===== src/sv/sha1de_pkg.sv =====
// ============================================================================
// SHA-1 digest engine package
// Shared types, state codes and constants for the SHA-1 digest engine.
// ============================================================================
`timescale 1ns / 1ps

package sha1de_pkg;

  // Initial chaining value.
  localparam logic [31:0] IV0 = 32'h67452301;
  localparam logic [31:0] IV1 = 32'hefcdab89;
  localparam logic [31:0] IV2 = 32'h98badcfe;
  localparam logic [31:0] IV3 = 32'h10325476;
  localparam logic [31:0] IV4 = 32'hc3d2e1f0;

  // Round constants, one for each group of twenty rounds.
  localparam logic [31:0] K0 = 32'h5a827999;
  localparam logic [31:0] K1 = 32'h6ed9eba1;
  localparam logic [31:0] K2 = 32'h8f1bbcdc;
  localparam logic [31:0] K3 = 32'hca62c1d6;

  localparam logic [6:0] ROUND_G1   = 7'd20;
  localparam logic [6:0] ROUND_G2   = 7'd40;
  localparam logic [6:0] ROUND_G3   = 7'd60;
  localparam logic [6:0] LAST_ROUND = 7'd79;

  localparam logic [7:0] PAD_MARKER = 8'h80;
  localparam logic [5:0] LEN_START  = 6'd56;
  localparam logic [5:0] LAST_POS   = 6'd63;

  // UUID version 5 and variant fields.
  localparam logic [31:0] UUID_VER_MASK = 32'hffff0fff;
  localparam logic [31:0] UUID_VER_BITS = 32'h00005000;
  localparam logic [31:0] UUID_VAR_MASK = 32'h3fffffff;
  localparam logic [31:0] UUID_VAR_BITS = 32'h80000000;

  localparam logic [2:0] LAST_IDX_FULL = 3'd4;
  localparam logic [2:0] LAST_IDX_UUID = 3'd3;

  typedef struct packed {
    logic [31:0] a;
    logic [31:0] b;
    logic [31:0] c;
    logic [31:0] d;
    logic [31:0] e;
  } regs_t;

  typedef enum logic [2:0] {
    ST_IDLE,
    ST_ROUND,
    ST_ADD,
    ST_PAD,
    ST_OUT
  } state_t;

  // Per-cycle control from the sequencer to the datapath.
  typedef struct packed {
    logic in_rdy;
    logic shift_byte;
    logic byte_from_pad;
    logic load_rr;
    logic round_en;
    logic add_cv;
    logic out_load;
  } ctl_t;

endpackage


===== src/sv/sha1de_wsched.sv =====
// ============================================================================
// SHA-1 block store and message schedule
// Packs bytes into a 16-word window and extends the schedule one word a round.
// ============================================================================
`timescale 1ns / 1ps

module sha1de_wsched (
  input  logic        clk,
  input  logic        shift_byte,
  input  logic [7:0]  data_in,
  input  logic        shift_word,
  output logic [31:0] w_top
);

  // Word i of the window sits at bits [511-32i -: 32]; word 0 is the oldest.
  logic [511:0] blk_r;
  logic [511:0] blk_nxt;
  logic [31:0]  mix;
  logic [31:0]  w_new;

  assign w_top = blk_r[511:480];
  assign mix   = blk_r[95:64] ^ blk_r[255:224] ^ blk_r[447:416] ^ blk_r[511:480];
  assign w_new = {mix[30:0], mix[31]};

  always_comb begin
    blk_nxt = blk_r;
    if (shift_byte) begin
      blk_nxt = {blk_r[503:0], data_in};
    end else if (shift_word) begin
      blk_nxt = {blk_r[479:0], w_new};
    end
  end

  always_ff @(posedge clk) begin
    blk_r <= blk_nxt;
  end

endmodule


===== src/sv/sha1de_round.sv =====
// ============================================================================
// SHA-1 round unit
// One SHA-1 round: boolean function, constant selection and the five-way add.
// ============================================================================
`timescale 1ns / 1ps

module sha1de_round (
  input  sha1de_pkg::regs_t cur,
  input  logic [31:0]       w,
  input  logic [6:0]        rnd,
  output sha1de_pkg::regs_t nxt
);

  logic [31:0] f;
  logic [31:0] k;

  always_comb begin
    if (rnd < sha1de_pkg::ROUND_G1) begin
      f = (cur.b & cur.c) | (~cur.b & cur.d);
      k = sha1de_pkg::K0;
    end else if (rnd < sha1de_pkg::ROUND_G2) begin
      f = cur.b ^ cur.c ^ cur.d;
      k = sha1de_pkg::K1;
    end else if (rnd < sha1de_pkg::ROUND_G3) begin
      f = (cur.b & cur.c) | (cur.b & cur.d) | (cur.c & cur.d);
      k = sha1de_pkg::K2;
    end else begin
      f = cur.b ^ cur.c ^ cur.d;
      k = sha1de_pkg::K3;
    end
  end

  always_comb begin
    nxt.a = {cur.a[26:0], cur.a[31:27]} + f + cur.e + k + w;
    nxt.b = cur.a;
    nxt.c = {cur.b[1:0], cur.b[31:2]};
    nxt.d = cur.c;
    nxt.e = cur.d;
  end

endmodule


===== src/sv/sha1_digest_engine_core.sv =====
// ============================================================================
// SHA-1 digest engine
// Byte-serial SHA-1 hash with padding, digest word output and UUID v5 mode.
// ============================================================================
//
// Channel   Direction  Ports                     Content
// in_       slave      tvalid/tready/tdata/      one message byte, byte flag,
//                      tuser/tlast               end of message
// out_      master     tvalid/tready/tdata/      one digest word, its index,
//                      tuser/tlast               last word flag
// cfg_      write      wr_en/wr_data             uuid_mode register
//
// A plain byte or an idle item is taken while the engine is idle. The 64th byte
// of a block is followed by a compression: the accept, 80 rounds through the
// one shared round unit and an add into the chaining value. An end item then
// adds the padding bytes (9 to 72), one or two padding compressions, and the
// digest words, one per cycle while out_tready is high. Synchronous active-low
// reset returns the block to idle with the initial chaining value; the block store has none.
// ============================================================================
`timescale 1ns / 1ps

module sha1_digest_engine_core (
  input  logic        clk,
  input  logic        rst_n,
  // Configuration.
  input  logic        cfg_wr_en,
  input  logic        cfg_wr_data,   // uuid_mode
  // Message input.
  input  logic        in_tvalid,
  output logic        in_tready,
  input  logic [7:0]  in_tdata,      // [7:0] data_byte
  input  logic        in_tuser,      // [0] byte_present
  input  logic        in_tlast,      // end_of_message
  // Digest output.
  output logic        out_tvalid,
  input  logic        out_tready,
  output logic [31:0] out_tdata,     // [31:0] digest_word
  output logic [2:0]  out_tuser,     // [2:0] word_index
  output logic        out_tlast      // last_word
);

  sha1de_pkg::state_t state_r, state_nxt;
  sha1de_pkg::ctl_t   ctl;

  sha1de_pkg::regs_t  cv_r, cv_nxt;
  sha1de_pkg::regs_t  rr_r, rr_nxt;
  sha1de_pkg::regs_t  round_out;

  logic        uuid_mode_r, uuid_mode_nxt;
  logic [63:0] len_r, len_nxt;
  logic [5:0]  count_r, count_nxt;
  logic [6:0]  rnd_r, rnd_nxt;
  logic        pad_act_r, pad_act_nxt;
  logic        mark_r, mark_nxt;
  logic        len_ph_r, len_ph_nxt;
  logic [2:0]  wcnt_r, wcnt_nxt;

  logic        out_valid_r, out_valid_nxt;
  logic [31:0] out_data_r, out_data_nxt;
  logic [2:0]  out_idx_r, out_idx_nxt;
  logic        out_last_r, out_last_nxt;

  logic        accept;
  logic        block_full;
  logic [7:0]  pad_byte;
  logic [7:0]  store_byte;
  logic [31:0] w_top;
  logic [2:0]  last_idx;
  logic [31:0] word_sel;

  assign accept     = in_tvalid && in_tready;
  assign in_tready  = ctl.in_rdy;
  assign block_full = (count_r == sha1de_pkg::LAST_POS);
  assign last_idx   = uuid_mode_r ? sha1de_pkg::LAST_IDX_UUID : sha1de_pkg::LAST_IDX_FULL;

  // Padding byte: the marker first, then zeros up to byte 56 of a block,
  // then the bit length most significant byte first.
  always_comb begin
    if (!mark_r) begin
      pad_byte = sha1de_pkg::PAD_MARKER;
    end else if (len_ph_r || (count_r == sha1de_pkg::LEN_START)) begin
      pad_byte = len_r[{~count_r[2:0], 3'b000} +: 8];
    end else begin
      pad_byte = 8'h00;
    end
  end

  assign store_byte = ctl.byte_from_pad ? pad_byte : in_tdata;

  sha1de_wsched u_wsched (
    .clk        (clk),
    .shift_byte (ctl.shift_byte),
    .data_in    (store_byte),
    .shift_word (ctl.round_en),
    .w_top      (w_top)
  );

  sha1de_round u_round (
    .cur (rr_r),
    .w   (w_top),
    .rnd (rnd_r),
    .nxt (round_out)
  );

  // Next state.
  always_comb begin
    state_nxt = state_r;
    unique case (state_r)
      sha1de_pkg::ST_IDLE: begin
        if (accept) begin
          if (in_tuser && block_full) begin
            state_nxt = sha1de_pkg::ST_ROUND;
          end else if (in_tlast) begin
            state_nxt = sha1de_pkg::ST_PAD;
          end
        end
      end
      sha1de_pkg::ST_ROUND: begin
        if (rnd_r == sha1de_pkg::LAST_ROUND) begin
          state_nxt = sha1de_pkg::ST_ADD;
        end
      end
      sha1de_pkg::ST_ADD: begin
        if (!pad_act_r) begin
          state_nxt = sha1de_pkg::ST_IDLE;
        end else if (len_ph_r) begin
          state_nxt = sha1de_pkg::ST_OUT;
        end else begin
          state_nxt = sha1de_pkg::ST_PAD;
        end
      end
      sha1de_pkg::ST_PAD: begin
        if (block_full) begin
          state_nxt = sha1de_pkg::ST_ROUND;
        end
      end
      sha1de_pkg::ST_OUT: begin
        if ((!out_valid_r || out_tready) && (wcnt_r == last_idx)) begin
          state_nxt = sha1de_pkg::ST_IDLE;
        end
      end
      default: state_nxt = sha1de_pkg::ST_IDLE;
    endcase
  end

  // Sequencer outputs. In idle the input is always ready, so tvalid alone
  // marks an accepted item.
  always_comb begin
    ctl = '0;
    unique case (state_r)
      sha1de_pkg::ST_IDLE: begin
        ctl.in_rdy     = 1'b1;
        ctl.shift_byte = in_tvalid && in_tuser;
        ctl.load_rr    = in_tvalid && in_tuser && block_full;
      end
      sha1de_pkg::ST_ROUND: begin
        ctl.round_en = 1'b1;
      end
      sha1de_pkg::ST_ADD: begin
        ctl.add_cv = 1'b1;
      end
      sha1de_pkg::ST_PAD: begin
        ctl.shift_byte    = 1'b1;
        ctl.byte_from_pad = 1'b1;
        ctl.load_rr       = block_full;
      end
      sha1de_pkg::ST_OUT: begin
        ctl.out_load = !out_valid_r || out_tready;
      end
      default: ctl = '0;
    endcase
  end

  // Digest word selection, with the UUID version and variant fields forced.
  always_comb begin
    case (wcnt_r)
      3'd0:    word_sel = cv_r.a;
      3'd1:    word_sel = uuid_mode_r ?
                 ((cv_r.b & sha1de_pkg::UUID_VER_MASK) | sha1de_pkg::UUID_VER_BITS) : cv_r.b;
      3'd2:    word_sel = uuid_mode_r ?
                 ((cv_r.c & sha1de_pkg::UUID_VAR_MASK) | sha1de_pkg::UUID_VAR_BITS) : cv_r.c;
      3'd3:    word_sel = cv_r.d;
      default: word_sel = cv_r.e;
    endcase
  end

  // Datapath next values.
  always_comb begin
    uuid_mode_nxt = cfg_wr_en ? cfg_wr_data : uuid_mode_r;
    cv_nxt        = cv_r;
    rr_nxt        = rr_r;
    len_nxt       = len_r;
    count_nxt     = count_r;
    rnd_nxt       = rnd_r;
    pad_act_nxt   = pad_act_r;
    mark_nxt      = mark_r;
    len_ph_nxt    = len_ph_r;
    wcnt_nxt      = wcnt_r;
    out_valid_nxt = out_tready ? 1'b0 : out_valid_r;
    out_data_nxt  = out_data_r;
    out_idx_nxt   = out_idx_r;
    out_last_nxt  = out_last_r;

    if (accept) begin
      if (in_tuser) begin
        len_nxt = len_r + 64'd8;
      end
      if (in_tlast) begin
        pad_act_nxt = 1'b1;
      end
    end

    if (ctl.shift_byte) begin
      count_nxt = count_r + 6'd1;
    end

    if (ctl.byte_from_pad) begin
      mark_nxt = 1'b1;
      if (mark_r && (count_r == sha1de_pkg::LEN_START)) begin
        len_ph_nxt = 1'b1;
      end
    end

    if (ctl.load_rr) begin
      rr_nxt  = cv_r;
      rnd_nxt = 7'd0;
    end else if (ctl.round_en) begin
      rr_nxt  = round_out;
      rnd_nxt = rnd_r + 7'd1;
    end

    if (ctl.add_cv) begin
      cv_nxt.a = cv_r.a + rr_r.a;
      cv_nxt.b = cv_r.b + rr_r.b;
      cv_nxt.c = cv_r.c + rr_r.c;
      cv_nxt.d = cv_r.d + rr_r.d;
      cv_nxt.e = cv_r.e + rr_r.e;
    end

    if (ctl.out_load) begin
      out_valid_nxt = 1'b1;
      out_data_nxt  = word_sel;
      out_idx_nxt   = wcnt_r;
      out_last_nxt  = (wcnt_r == last_idx);
      wcnt_nxt      = wcnt_r + 3'd1;
      if (wcnt_r == last_idx) begin
        // Message done: back to the start state for the next one.
        cv_nxt      = '{sha1de_pkg::IV0, sha1de_pkg::IV1, sha1de_pkg::IV2,
                        sha1de_pkg::IV3, sha1de_pkg::IV4};
        len_nxt     = 64'd0;
        count_nxt   = 6'd0;
        pad_act_nxt = 1'b0;
        mark_nxt    = 1'b0;
        len_ph_nxt  = 1'b0;
        wcnt_nxt    = 3'd0;
      end
    end
  end

  always_ff @(posedge clk) begin
    if (!rst_n) begin
      state_r     <= sha1de_pkg::ST_IDLE;
      uuid_mode_r <= 1'b0;
      cv_r        <= '{sha1de_pkg::IV0, sha1de_pkg::IV1, sha1de_pkg::IV2,
                       sha1de_pkg::IV3, sha1de_pkg::IV4};
      len_r       <= 64'd0;
      count_r     <= 6'd0;
      rnd_r       <= 7'd0;
      pad_act_r   <= 1'b0;
      mark_r      <= 1'b0;
      len_ph_r    <= 1'b0;
      wcnt_r      <= 3'd0;
      out_valid_r <= 1'b0;
    end else begin
      state_r     <= state_nxt;
      uuid_mode_r <= uuid_mode_nxt;
      cv_r        <= cv_nxt;
      len_r       <= len_nxt;
      count_r     <= count_nxt;
      rnd_r       <= rnd_nxt;
      pad_act_r   <= pad_act_nxt;
      mark_r      <= mark_nxt;
      len_ph_r    <= len_ph_nxt;
      wcnt_r      <= wcnt_nxt;
      out_valid_r <= out_valid_nxt;
    end
  end

  always_ff @(posedge clk) begin
    rr_r       <= rr_nxt;
    out_data_r <= out_data_nxt;
    out_idx_r  <= out_idx_nxt;
    out_last_r <= out_last_nxt;
  end

  assign out_tvalid = out_valid_r;
  assign out_tdata  = out_data_r;
  assign out_tuser  = out_idx_r;
  assign out_tlast  = out_last_r;

endmodule


===== config.mk =====
export PLATFORM = sky130hd
export DESIGN_NAME = sha1_digest_engine_core
export DESIGN_NICKNAME = d
export VERILOG_FILES = /design/src/sv/sha1de_pkg.sv /design/src/sv/sha1de_wsched.sv /design/src/sv/sha1de_round.sv /design/src/sv/sha1_digest_engine_core.sv
export SDC_FILE = /design/constraint.sdc
export NUM_CORES = 2
export LEC_CHECK = 0
export BUFFER_PORTS_ARGS = -buffer_cell sky130_fd_sc_hd__buf_2
export CORE_MARGIN = 2
export CORE_UTILIZATION = 60
export CTS_CLUSTER_DIAMETER = 120
export DETAILED_ROUTE_END_ITERATION = 8
export GPL_TIMING_DRIVEN = 0
export HOLD_SLACK_MARGIN = 0.05
export PLACE_DENSITY = 0.77
export SYNTH_ARGS = -nofsm -noshare
export SYNTH_HDL_FRONTEND = slang
export SYNTH_SLANG_ARGS = --single-unit

===== constraint.sdc =====
create_clock -name clk -period 28.1 [get_ports clk]
set_clock_uncertainty 0.2 [all_clocks]
set_input_delay 4.215 -clock clk [delete_from_list [all_inputs] [get_ports clk]]
set_output_delay 4.215 -clock clk [all_outputs]
set_load 0.005 [all_outputs]

### Word level (Yosys, flattened, before mapping)

Index checks and enable logic that the tools add are counted.

* input bits: 16
* bits in registers: 956
* word-level logic and storage cells: 145

* equal/unequal tests: 16
* add/sub/neg operators: 13
* muxes and demuxes: 57
* reductions and logical operators: 16
* shifts and indexed selects: 1
* bitwise gates (word level): 15
* order comparisons: 3

Operators with widths (count)
* two-way mux 512 bit: 2
* two-way mux 160 bit: 5
* adder 32 bit: 9
* two-way mux 64 bit: 4
* two-way mux 32 bit: 6
* XOR 32 bit: 5
* AND 32 bit: 4
* one-hot mux 32 bit (4 select lines): 1
* bitwise OR 32 bit: 3
* adder 64 x 4 -> 64 bit, second input constant: 1
* indexed part select 64 x 7 -> 8 bit: 1
* inverter 32 bit: 1
* two-way mux 31 bit: 1
* two-way mux 3 bit: 10
* two-way mux 8 bit: 3
* two-way mux 1 bit: 18
* two-way mux 6 bit: 3
* two-way mux 16 bit: 1
* one-hot mux 3 bit (5 select lines): 1
* < comparator 7 x 6 -> 1 bit, second input constant: 2
* equality test 3 x 2 -> 1 bit, second input constant: 4
* equality test 6 bit, second input constant: 2
* inequality test 2 bit, second input constant: 4
* adder 7 x 1 -> 7 bit, second input constant: 1
* 18 further kinds: 29

### Logic depth before layout (Yosys ltp)

* depth in word-level cells: 12
* gate-level depth with buffers: 23
* depth with buffers taken out: 22

### Hierarchy

A second synthesis with hierarchy kept.

* cells, all modules: 4731
* area, all modules: 55956.2 um^2

Modules (own cells, without submodules)
* sha1_digest_engine_core: cells an instance 2705, area an instance 26138.8 um^2, instances 1, seq. area each 10790.3 um^2
* sha1de_wsched: cells an instance 1246, area an instance 23251.0 um^2, instances 1, seq. area each 15374.7 um^2
* sha1de_round: cells an instance 780, area an instance 6566.3 um^2, instances 1, seq. area each 0.0 um^2

### Least setup slack after synthesis

OpenSTA, ideal clock, no wires.

* path kind: input to register
* start: in in_tuser
* end: reg u_wsched.blk_r[0] (enable)
* arrival: 13.463 ns
* stages on the path: 6
* setup time: 3.680 ns
* setup slack: 10.757 ns
* required time: 24.220 ns
* cell sequence: nand3_1 > a21o_1 > clkbuf_1 > clkbuf_1 > clkbuf_1 > nand2_1

* cells in the longest elaborated chain, start to end: 3

RTL lines
* start: declaration: RTL line sha1_digest_engine_core.sv:32 `input logic in_tuser,`
* logical AND 1 bit: RTL line sha1_digest_engine_core.sv:153 `ctl.shift_byte = in_tvalid && in_tuser;`
* one-hot mux 1 bit (2 select lines): RTL line sha1_digest_engine_core.sv:150 `unique case (state_r)`
* nonzero test 2 bit (no line)
* end signal: assignment: RTL line sha1de_wsched.sv:35 `blk_r <= blk_nxt;`
* end: declaration: RTL line sha1de_wsched.sv:16 `logic [511:0] blk_r;`

Every way passes these cells.
A chain may end at the register's enable or synchronous reset.

### Worst setup path in the final report

* start: in in_tvalid
* end: reg rr_r[57] in the netlist's numbering (enable)

* cells in the longest elaborated chain, start to end: 4

RTL lines
* start: declaration: RTL line sha1_digest_engine_core.sv:29 `input logic in_tvalid,`
* logical AND 1 bit (2 in a row): RTL line sha1_digest_engine_core.sv:154 `ctl.load_rr = in_tvalid && in_tuser && block_full;`
* one-hot mux 1 bit (2 select lines): RTL line sha1_digest_engine_core.sv:150
* nonzero test 2 bit (no line)
* end signal: assignment: RTL line sha1_digest_engine_core.sv:290 `rr_r <= rr_nxt;`
* end: declaration: RTL line sha1_digest_engine_core.sv:46 `sha1de_pkg::regs_t rr_r, rr_nxt;`

Every way passes these cells.

==> results_dict.tcl <==
set metrics [dict create \
    synth_top_area_frac 0.395 \
    ioPinCount 54 \
    wl_per_cell_um 24.9 \
    met1_usage 0.490 \
    final_max_slew_viol_count 0 \
    cts_max_path_buffers 3 \
    path_delay_family "buffers and inverters" \
    yosysWarnings 0 \
    coreArea_sq_um 88600 \
    cts_tree "built" \
    synth_area_leaders "edfxtp_1, nand2_1, dfxtp_1, ha_1, fa_1" \
    track_usage 0.392 \
    syn_to_final_growth_pct 9.94 \
    ys_ff_latch 953 \
    leakage_nw 25.0 \
    routed_wl_um 181000 \
    slew_headroom 0.0154 \
    cap_viol_max_count 0 \
    ctsRootBufferMaster "clkbuf_16" \
    synth_area_leader_cell "edfxtp_1" \
    initial_core_util 0.607 \
    synth_edf_count 708 \
    cts_resized 0 \
    postCtsSetupRepairBufs 0 \
    grt_pass1_vias 42700 \
    slowest_stage "clkbuf_1" \
    first_pass_iters 9 \
    clk_pin_slew_ps 60 \
    nFillCells 7077 \
    dr_total_vias 44900 \
    die_h_um 303 \
    yosysUniqueCellTypes 89 \
    hp-class "reg -> reg" \
    syn_nets 6184 \
    crit_buf_inv 6 \
    grt_first_pass_wirelength_um 264000 \
    drt_iter0_drc 5901 \
    hp-start "rnd_r[1]$_SDFFE_PP0P_" \
    synth.avg_cell_area_sq_um 9.21 \
    rrSetupSlack_ps 20410 \
    viasPerCell 6.17 \
    end_kind "flip-flop" \
    status "completed" \
    crit_path_start_kind "input port" \
    dp_hpwl_um 137000 \
    overflow 0 \
    cts_inserted_buffers 102 \
    ys.flop_type "edfxtp_1" \
    power_w 0.00895 \
    finalHoldViolCount 0 \
    min_path_cells 2 \
    crit_cells 10 \
    crit_type "in -> reg" \
    power_density_nw_per_um2 151 \
    tns_ps 0 \
    fmaxAchievable_mhz 113 \
    fin_crit_ps 8850 \
    dp_slack_ps 18640 \
    num_rows 109 \
    ir_drop_mv 0.0951 \
    busiest_layer "met2" \
    gr-usage-met2 0.621 \
    cp_max_fo 58 \
    layout-drive-gt1-share 0.0466 \
    r2r_start "rnd_r[3]$_SDFFE_PP0P_" \
    setup_ws_ps 19250 \
    holdPathEnd "rnd_r[1]$_SDFFE_PP0P_" \
    grt_util_met3 0.0813 \
    drc 0 \
    crit_arrival_ps 9000 \
    seq_area_frac_synth 0.486 \
    grt_antenna_before_repair 7 \
    worst_pin_slew_ps 1480 \
    async_reset_ff_frac 0 \
    routabilityCongestion 1.05 \
    netlist_instances 5841 \
    netlist_area_sq_um 53800 \
    clk-insertion-delay-late_ps 740 \
    clock_sinks 953 \
    crit_chain "buf_2 -> nand3_1 -> a21oi_1 -> clkbuf_1 -> nand2_1 -> clkbuf_1 -> buf_1 -> nand2_4 -> buf_16 -> buf_16" \
    placed_area_sq_um 55800 \
    post-route-period-util 0.315 \
    crit_required_ps 28250 \
    antenna_left 0 \
    dieArea_sq_um 92100 \
    r2r.worst_path.cells 23 \
    hold_buffers 0 \
    htreeDepth 3 \
    worstReg2RegEnd "rr_r[159]$_DFFE_PP_" \
    final_core_util 0.667 \
    grt_max_degree 75 \
    io_buffers 52 \
    setup_viol 0 \
    fin_area_sq_um 59200 \
    rsz0062_at_grt "false" \
    final_nets 6350 \
    fp.dieW_um 303 \
    max_stage_delay_ps 810 \
]
[sequential cells by signal, indices dropped and copies added (netlist names)]
signal / flops
pad_act_r: 1
out_tvalid: 1
u_wsched.blk_r: 512
rnd_r: 7
cv_r: 160
out_tuser: 3
len_ph_r: 1
out_tlast: 1
rr_r: 160
out_tdata: 32
mark_r: 1
len_r: 61
count_r: 6
wcnt_r: 3
state_r: 3
uuid_mode_r: 1
[where the power goes]
part / switching, W / internal, W / leakage [nW]
combinational: 0.00283 / 0.00181 / 14.6
sequential: 0.000543 / 0.00241 / 8.71
clock: 0.000596 / 0.000766 / 1.64
total: 0.00397 / 0.00498 / 25.0
[cell usage in the layout (no fill, tap or decap), types with 111 or more instances in the layout]
master / Yosys / final
clkbuf_1: 258 / 282
edfxtp_1: 708 / 708
nor2_1: 254 / 254
a21o_1: 111 / 111
ha_1: 210 / 210
fa_1: 117 / 117
inv_1: 286 / 285
dfxtp_1: 245 / 245
o21ai_0: 256 / 256
nand2_1: 2030 / 2028
xnor2_1: 202 / 202
xor2_1: 115 / 115
a21oi_1: 274 / 274
[layout make-up]
type                    count  area, sq um  area share
repair buffers             62          528     0.00893
diodes                      7         17.5    0.000296
inverters                 286         1070      0.0181
multi-input cells        4327        25500       0.432
plain buffers             275         1040      0.0176
clock inverters            50          480     0.00812
clock buffers             140         2850      0.0481
flip-flops and latches    953        26200       0.442
well taps                1165         1460      0.0246
[cells by family after synthesis]
family / after synthesis / share of synthesized area
flip-flops: 953 / 0.486
multiplexers: 58 / 0.0143
AND/OR/NAND/NOR: 2608 / 0.197
buffers and inverters: 561 / 0.0393
XOR/XNOR: 317 / 0.0516
adder cells (fa/ha/maj): 327 / 0.0924
AO/OA/AOI/OAI: 1017 / 0.119
[worst max path at each step]
stage / startpoint / to
global placement: in_tuser / u_wsched.blk_r[148]$_DFFE_PP_
CTS: in_tvalid / rr_r[87]$_DFFE_PP_
global route: in_tvalid / rr_r[57]$_DFFE_PP_
finish: in_tvalid / rr_r[57]$_DFFE_PP_
floorplan: in_tuser / u_wsched.blk_r[0]$_DFFE_PP_
detailed placement: in_tvalid / rr_r[57]$_DFFE_PP_
[worst register-to-register path: stages, from the launching register on]
cell      delay (ps)
dfxtp_1          360
o21ai_0          150
nor2b_1          840
nand2_1          270
inv_1            510
nor2_1           480
inv_1            200
clkbuf_1         630
a222oi_1         350
fa_1             600
inv_1             40
ha_1             190
inv_1             80
fa_1             210
nor2b_1           60
o21a_1           190
o21ai_0          430
a21oi_1          230
o21a_1           330
nor2_1           290
o21ai_0          200
o31a_1           290
xnor2_1          180
a21oi_1           80
[stage by stage]
| step | cells | hold WS, ps |
|---|---|---|
| after CTS | 7258 | 285 |
| after global routing | 7258 | 306 |
| after floorplan | 5841 | 254 |
| final | 7265 | 285 |
| after global placement | 7058 | 263 |
| after detailed placement | 7068 | 277 |
[routing by layer]
layer  vias to the layer above  share of wire
li1                      20300              -
met1                     21300           0.36
met2                      2599           0.45
met3                       613           0.11
met4                         4          0.077
met5                         -        0.00022
[cell usage after synthesis, types with 27 or more instances]
cell type,number
inv_1,286
ha_1,210
xor2_1,115
nand3_1,74
nand4_1,38
nor2b_1,30
and3_1,33
or3_1,27
o21ai_0,256
a22oi_1,61
clkbuf_1,258
xnor2_1,202
nand2_1,2030
a21oi_1,274
o211ai_1,58
nor2_1,254
a31oi_1,62
edfxtp_1,708
dfxtp_1,245
a21o_1,111
fa_1,117
No activity file was read; power rests on OpenSTA's default activity.
